File: src/rtl/sabs_pkg.sv
// sabs_pkg: shared types and constants for the sorted array bound search block
// command codes, field widths, controller states and controller/datapath structs
// no dependencies
`default_nettype none

package sabs_pkg;

  localparam int unsigned CMD_W = 2;   // command field
  localparam int unsigned IDX_W = 10;  // load index field
  localparam int unsigned POS_W = 11;  // position field and entry count register

  localparam int unsigned OUT_TDATA_W = ((POS_W + 7) / 8) * 8;

  typedef enum logic [CMD_W-1:0] {
    CMD_LOAD  = 2'd0,
    CMD_EXACT = 2'd1,
    CMD_LOWER = 2'd2,
    CMD_UPPER = 2'd3
  } cmd_t;

  typedef enum logic [3:0] {
    ST_IDLE    = 4'b0001,
    ST_ISSUE   = 4'b0010,
    ST_COMPARE = 4'b0100,
    ST_FINISH  = 4'b1000
  } state_t;

  // controller to datapath
  typedef struct packed {
    logic load_we;  // write the incoming entry
    logic start;    // latch key and mode, open the window
    logic issue;    // read the midpoint entry
    logic compare;  // compare read entry with key, narrow the window
    logic finish;   // result taken into the output register
  } ctrl_cmd_t;

  // datapath to controller
  typedef struct packed {
    logic win_open;  // window not empty and no exact hit yet
  } dp_status_t;

endpackage

`default_nettype wire

File: src/rtl/sabs_ctrl.sv
// sabs_ctrl: controller state machine for the bound search
// depends on sabs_pkg (states, command codes, command and status structs)
`default_nettype none

module sabs_ctrl (
  input  wire logic                clk,
  input  wire logic                rst_n,
  input  wire logic                in_valid,
  input  wire sabs_pkg::cmd_t      in_command,
  input  wire logic                out_free,
  input  wire sabs_pkg::dp_status_t status,
  output sabs_pkg::ctrl_cmd_t      cmd,
  output logic                     in_ready
);

  import sabs_pkg::*;

  state_t state_r, state_nxt;

  assign in_ready = (state_r == ST_IDLE);

  always_comb begin
    state_nxt = state_r;
    cmd       = '0;
    unique case (state_r)
      ST_IDLE: begin
        if (in_valid) begin
          if (in_command == CMD_LOAD) begin
            cmd.load_we = 1'b1;
          end else begin
            cmd.start = 1'b1;
            state_nxt = ST_ISSUE;
          end
        end
      end
      ST_ISSUE: begin
        if (status.win_open) begin
          cmd.issue = 1'b1;
          state_nxt = ST_COMPARE;
        end else begin
          state_nxt = ST_FINISH;
        end
      end
      ST_COMPARE: begin
        cmd.compare = 1'b1;
        state_nxt   = ST_ISSUE;
      end
      ST_FINISH: begin
        if (out_free) begin
          cmd.finish = 1'b1;
          state_nxt  = ST_IDLE;
        end
      end
      default: begin
        state_nxt = ST_IDLE;
      end
    endcase
  end

  always_ff @(posedge clk) begin
    if (!rst_n) begin
      state_r <= ST_IDLE;
    end else begin
      state_r <= state_nxt;
    end
  end

endmodule

`default_nettype wire

File: config.mk
export PLATFORM = sky130hd
export DESIGN_NAME = sabs_ctrl
export DESIGN_NICKNAME = d
export VERILOG_FILES = /design/src/rtl/sabs_pkg.sv /design/src/rtl/sabs_ctrl.sv
export SDC_FILE = /design/constraint.sdc
export NUM_CORES = 1
export LEC_CHECK = 0
export BUFFER_PORTS_ARGS = -buffer_cell sky130_fd_sc_hd__buf_2
export CORE_AREA = 2 2 39 41
export CTS_CLUSTER_SIZE = 40
export DETAILED_ROUTE_END_ITERATION = 8
export DIE_AREA = 0 0 41 43
export PLACE_DENSITY = 0.52
export SYNTH_ARGS = -nofsm -noshare
export SYNTH_HDL_FRONTEND = slang
export SYNTH_SLANG_ARGS = --single-unit
File: constraint.sdc
create_clock -name clk -period 2.16 [get_ports clk]
set_input_delay 0.216 -clock clk [delete_from_list [all_inputs] [get_ports clk]]
set_output_delay 0.216 -clock clk [all_outputs]
set_load 0.05 [all_outputs]
==> results of run 1 <==
cells in the mapped netlist, drive strengths merged:
library cell / instances
or2b: 1
dfxtp: 4
nor2b: 1
buf: 1
or3: 1
a2bb2oi: 1
and3: 1
nor3: 2
nand2: 3
o211ai: 1
o21ai: 2
inv: 2
nor4b: 2
xor2: 1
nor2: 5
nor4: 1
a22o: 1
nand2b: 2
cell type report:
| class | instances | share of cell area, % |
|---|---|---|
| multi-input combinational | 25 | 46.5 |
| sequential | 4 | 22.5 |
| clock buffer | 3 | 6.34 |
| timing repair buffer | 12 | 16.9 |
| inverter | 2 | 2.11 |
| tap | 16 | 5.63 |
cell families after synthesis:
kind of cell              Yosys count  synth area share, %
xor gates and xnor gates            1                 3.45
DFF                                 4                 31.5
AOI/OAI and AO/OA                   5                 13.8
buffers and inverters               3                 5.91
and+or+nand+nor                    19                 45.3
worst paths after layout:
kind | from | cells past startpoint | endpoint
max | state_r[0] | 4 | cmd[4]
min | rst_n | 2 | state_r[0]
max reg2reg | state_r[0] | 5 | state_r[0]
min reg2reg | state_r[1] | 2 | state_r[1]
report_power, final:
group	leakage (nW)	internal [mW]	switching, mW
Combinational	0.122	0.0244	0.0436
Sequential	0.0327	0.0785	0.00735
Clock	0.0138	0.0620	0.0293
Total	0.168	0.165	0.0803
routing by layer:
| metal | vias to the layer above | track usage, % |
|---|---|---|
| met4 | 0 | 4.00 |
| met3 | 0 | 6.28 |
| met2 | 15 | 9.06 |
| li1 | 144 | - |
| met1 | 115 | 10.6 |
| met5 | - | 0 |
stage by stage:
stage / power [mW] / hold slack [ps] / cell area, um^2 / utilization (%) / cells
final: 0.245 / 200 / 355 / 25.7 / 62
after global routing: 0.263 / 202 / 355 / 25.7 / 62
after CTS: 0.250 / 196 / 355 / 25.7 / 62
after detailed placement: 0.156 / 443 / 333 / 24.1 / 59
after global placement: 0.155 / 448 / 333 / 24.1 / 59
after floorplan: 0.137 / 305 / 260 / - / 32
worst max-delay path, delay by kind of cell, from the launching register on:
kind	cells	cell delay, ps
simple gates	3	690
flops	1	460
buf+inv	1	300
==> results_dict.tcl, run 1 <==
set metrics [dict create \
    place_congestion 0.651 \
    path_cells "nand2b_1, or3_4, nor4b_2, buf_2" \
    end_kind "output pin" \
    finalNetCount 55 \
    p_per_area_nw_per_um2 690 \
    critPathSlowestCell "dfxtp_1" \
    ctsHoldBuffers 0 \
    core_um2 1380 \
    rsz0062_at_grt "false" \
    postRouteAntennaNets 0 \
    antenna_cells 0 \
    finalCritPeriodShare_pct 88.4 \
    drt_wl_total_um 610 \
    worst_pin_slew_ps 347 \
    critPathMaxStageDelay_ps 460 \
    top_register "state_r" \
    synth_area_um2 254 \
    clock_skew_ps 4.04 \
    met2_wirelength_um 248 \
    drt-pass1-iter-count 2 \
    vias_per_cell 4.42 \
    io_pins 13 \
    met1_length_um 275 \
    yosysSeqAreaShare_pct 31.5 \
    cts_buffers 3 \
    die_w_um 41 \
    finalSetupViolCount 0 \
    wl_per_cell_um 9.84 \
    postCtsSetupRepairBufs 0 \
    insertion_delay_ps 230 \
    area_growth_pct 39.9 \
    gr-total-overflow 0 \
    dieHeight_um 43 \
    synth.ff_latch_count 4 \
    ir_worst_vdd_v 0.000515 \
    seq_area_um2 80.1 \
    criticalPathCategory "flip-flop to output pin" \
    die-area_um2 1760 \
    first_global_vias 219 \
    top_regs "state_r: 4 flops" \
    worstPathRequired_ps 1940 \
    grt_use_total_pct 8.02 \
    vias 274 \
    netlist_instances 32 \
    rows 14 \
    ys_top_cells_by_area "dfxtp_1, nor2_1, nor4b_2" \
    fillers 160 \
    cts_resized 0 \
    slew_viol_final 0 \
    multiInputGateArea_um2 165 \
    cts_root_buf "clkbuf_4" \
    cts_tree "yes" \
    h-tree-depth 1 \
    synth.distinct_cells 19 \
    hold_viol_final 0 \
    maxUsedRoutingLayer "met3" \
    place_ws_ps 493 \
    hp-class "input port to flip-flop" \
    routed-wl-met3_um 86 \
    antenna_found_initial 0 \
    final_common_cell "buf_2" \
    ys_warn_count 0 \
    cp.arrival_ps 1690 \
    grt_max_degree 8 \
    setup_tns_ps 0 \
    cts_sinks 4 \
    post-route-min-period_ps 1910 \
    setup_slack_ps 251 \
    crit_path_start_kind "flip-flop" \
    final_cell_mix "buf_2, nor2_1, dfxtp_1" \
    io_buffers 12 \
    clockBufferDepth 2 \
    yosysTopAreaCell "dfxtp_1" \
    dpl.hpwl_um 473 \
    yosys.area.top_type_share_pct 31.5 \
    crit_path_max_fanout 7 \
    syn_nets 39 \
    drive_above_1_share_pct 41.3 \
    maxCapViolations 0 \
    largest_reg_flops 4 \
    status "complete, no violations" \
    path_clk_slew_ps 40 \
    max_slew_margin_pct 76.7 \
    drc 0 \
    r2r_slack_ps 950 \
    p_leak_nw 0.168 \
    grt_pass1_wl_um 897 \
    initial_core_util_pct 18.4 \
    dr.first_iter.drc_count 2 \
    synth.avg_cell_area_um2 7.94 \
    fmax_mhz 524 \
]
(Power assumes the default switching activity.)
==> run 2: changes to the inputs <==
--- a/config.mk
+++ b/config.mk
@@ -10,7 +10,9 @@
 export CTS_CLUSTER_SIZE = 40
 export DETAILED_ROUTE_END_ITERATION = 8
 export DIE_AREA = 0 0 41 43
+export MAX_ROUTING_LAYER = met4
 export PLACE_DENSITY = 0.52
+export REMOVE_ABC_BUFFERS = 1
 export SYNTH_ARGS = -nofsm -noshare
 export SYNTH_HDL_FRONTEND = slang
 export SYNTH_SLANG_ARGS = --single-unit
==> results_dict.tcl, run 2 (synthesis results as in run 1) <==
set metrics [dict create \
    status "complete, no violations" \
    end_kind "output pin" \
    vias 265 \
    h-tree-depth 1 \
    cts_root_buf "clkbuf_4" \
    postRouteAntennaNets 0 \
    die-area_um2 1760 \
    top_register "state_r" \
    critPathMaxStageDelay_ps 350 \
    dpl.hpwl_um 459 \
    grt_use_total_pct 7.50 \
    hold_slack_ps 222 \
    insertion_delay_ps 230 \
    cp.arrival_ps 1640 \
    io_pins 13 \
    place_ws_ps 542 \
    path_cells "nand2b_1, or3_4, nor4b_2, buf_2" \
    initial_core_util_pct 18.4 \
    clockBufferDepth 2 \
    cts_resized 0 \
    setup_tns_ps 0 \
    drive_above_1_share_pct 39.1 \
    crit_path_max_fanout 7 \
    crit_path_start_kind "flip-flop" \
    top_regs "state_r: 4 flops" \
    drt-pass1-iter-count 4 \
    dieHeight_um 43 \
    finalNetCount 55 \
    grt_max_degree 8 \
    p_per_area_nw_per_um2 693 \
    maxCapViolations 0 \
    seq_area_um2 80.1 \
    drt_wl_total_um 556 \
    fmax_mhz 540 \
    criticalPathCategory "flip-flop to output pin" \
    dr.first_iter.drc_count 4 \
    ir_worst_vdd_v 0.000291 \
    hold_viol_final 0 \
    gr-total-overflow 0 \
    p_leak_nw 0.167 \
    area_growth_pct 37.4 \
    slew_viol_final 0 \
    hp-class "input port to flip-flop" \
    setup_slack_ps 307 \
    place_congestion 0.650 \
    post_dp_cell_area_um2 327 \
    largest_reg_flops 4 \
    cts_tree "yes" \
    finalSetupViolCount 0 \
    cts_buffers 3 \
    finalCritPeriodShare_pct 85.8 \
    io_buffers 12 \
    antenna_found_initial 0 \
    rsz0062_at_grt "false" \
    first_global_vias 248 \
    fillers 155 \
    grt_pass1_wl_um 855 \
    vias_per_cell 4.27 \
    die_w_um 41 \
    rows 14 \
    worstPathRequired_ps 1940 \
    drc 0 \
    path_clk_slew_ps 30 \
    critPathSlowestCell "dfxtp_1" \
    worst_pin_slew_ps 323 \
    cts_sinks 4 \
    max_slew_margin_pct 78.3 \
    post-route-min-period_ps 1850 \
    clock_skew_ps 3.76 \
    antenna_cells 0 \
    core_um2 1380 \
    multiInputGateArea_um2 159 \
    wl_per_cell_um 8.97 \
    finalInstanceArea_um2 349 \
    postCtsSetupRepairBufs 0 \
    final_common_cell "buf_2" \
    final_cell_mix "buf_2, nor2_1, dfxtp_1" \
    ctsHoldBuffers 0 \
]
## run 2: cell counts in the layout (fill, tap and decap cells not counted)
No cell type changed its count.
## run 2: worst max-delay path, delay by kind of cell (launching register included)
kind	cells	cell delay (ps)
flip-flops	1	350
buffers and inverters	1	290
AND/OR/NAND/NOR	3	770
## run 2: layout make-up
type,instances,area share (%)
flip-flops and latches,4,22.9
well taps,16,5.73
repair buffers,12,17.2
clock buffers,3,6.45
multi-input cells,25,45.5
inverters,2,2.15
## run 2: power breakdown
group,switching (mW),total [mW],internal (mW)
Clock,0.0277,0.0897,0.0619
Sequential,0.00599,0.0845,0.0785
Combinational,0.0437,0.0679,0.0242
Total,0.0774,0.242,0.165
## run 2: path summary, 6_finish.rpt
kind         slack (ps)         end  cells after the start  startpoint
max reg2reg         960  state_r[0]                      5  state_r[2]
min                 220  state_r[0]                      2       rst_n
min reg2reg         650  state_r[1]                      2  state_r[1]
max                 310      cmd[4]                      4  state_r[2]
## run 2: routing by layer
metal	wire, um	up-vias	part of all wire, %	global-route usage [%]
met1	283	114	51	8.01
met4	0	0	0	2.00
li1	-	141	-	-
met2	221	10	40	10.0
met3	51	0	9.2	6.81
met5	0	-	0	-
## run 2: through the flow
step	util (%)	cells	total power, mW
after floorplan	-	31	0.136
after global placement	23.6	59	0.154
after detailed placement	23.6	59	0.154
after CTS	25.2	62	0.249
after global routing	25.2	62	0.263
final	25.2	62	0.242
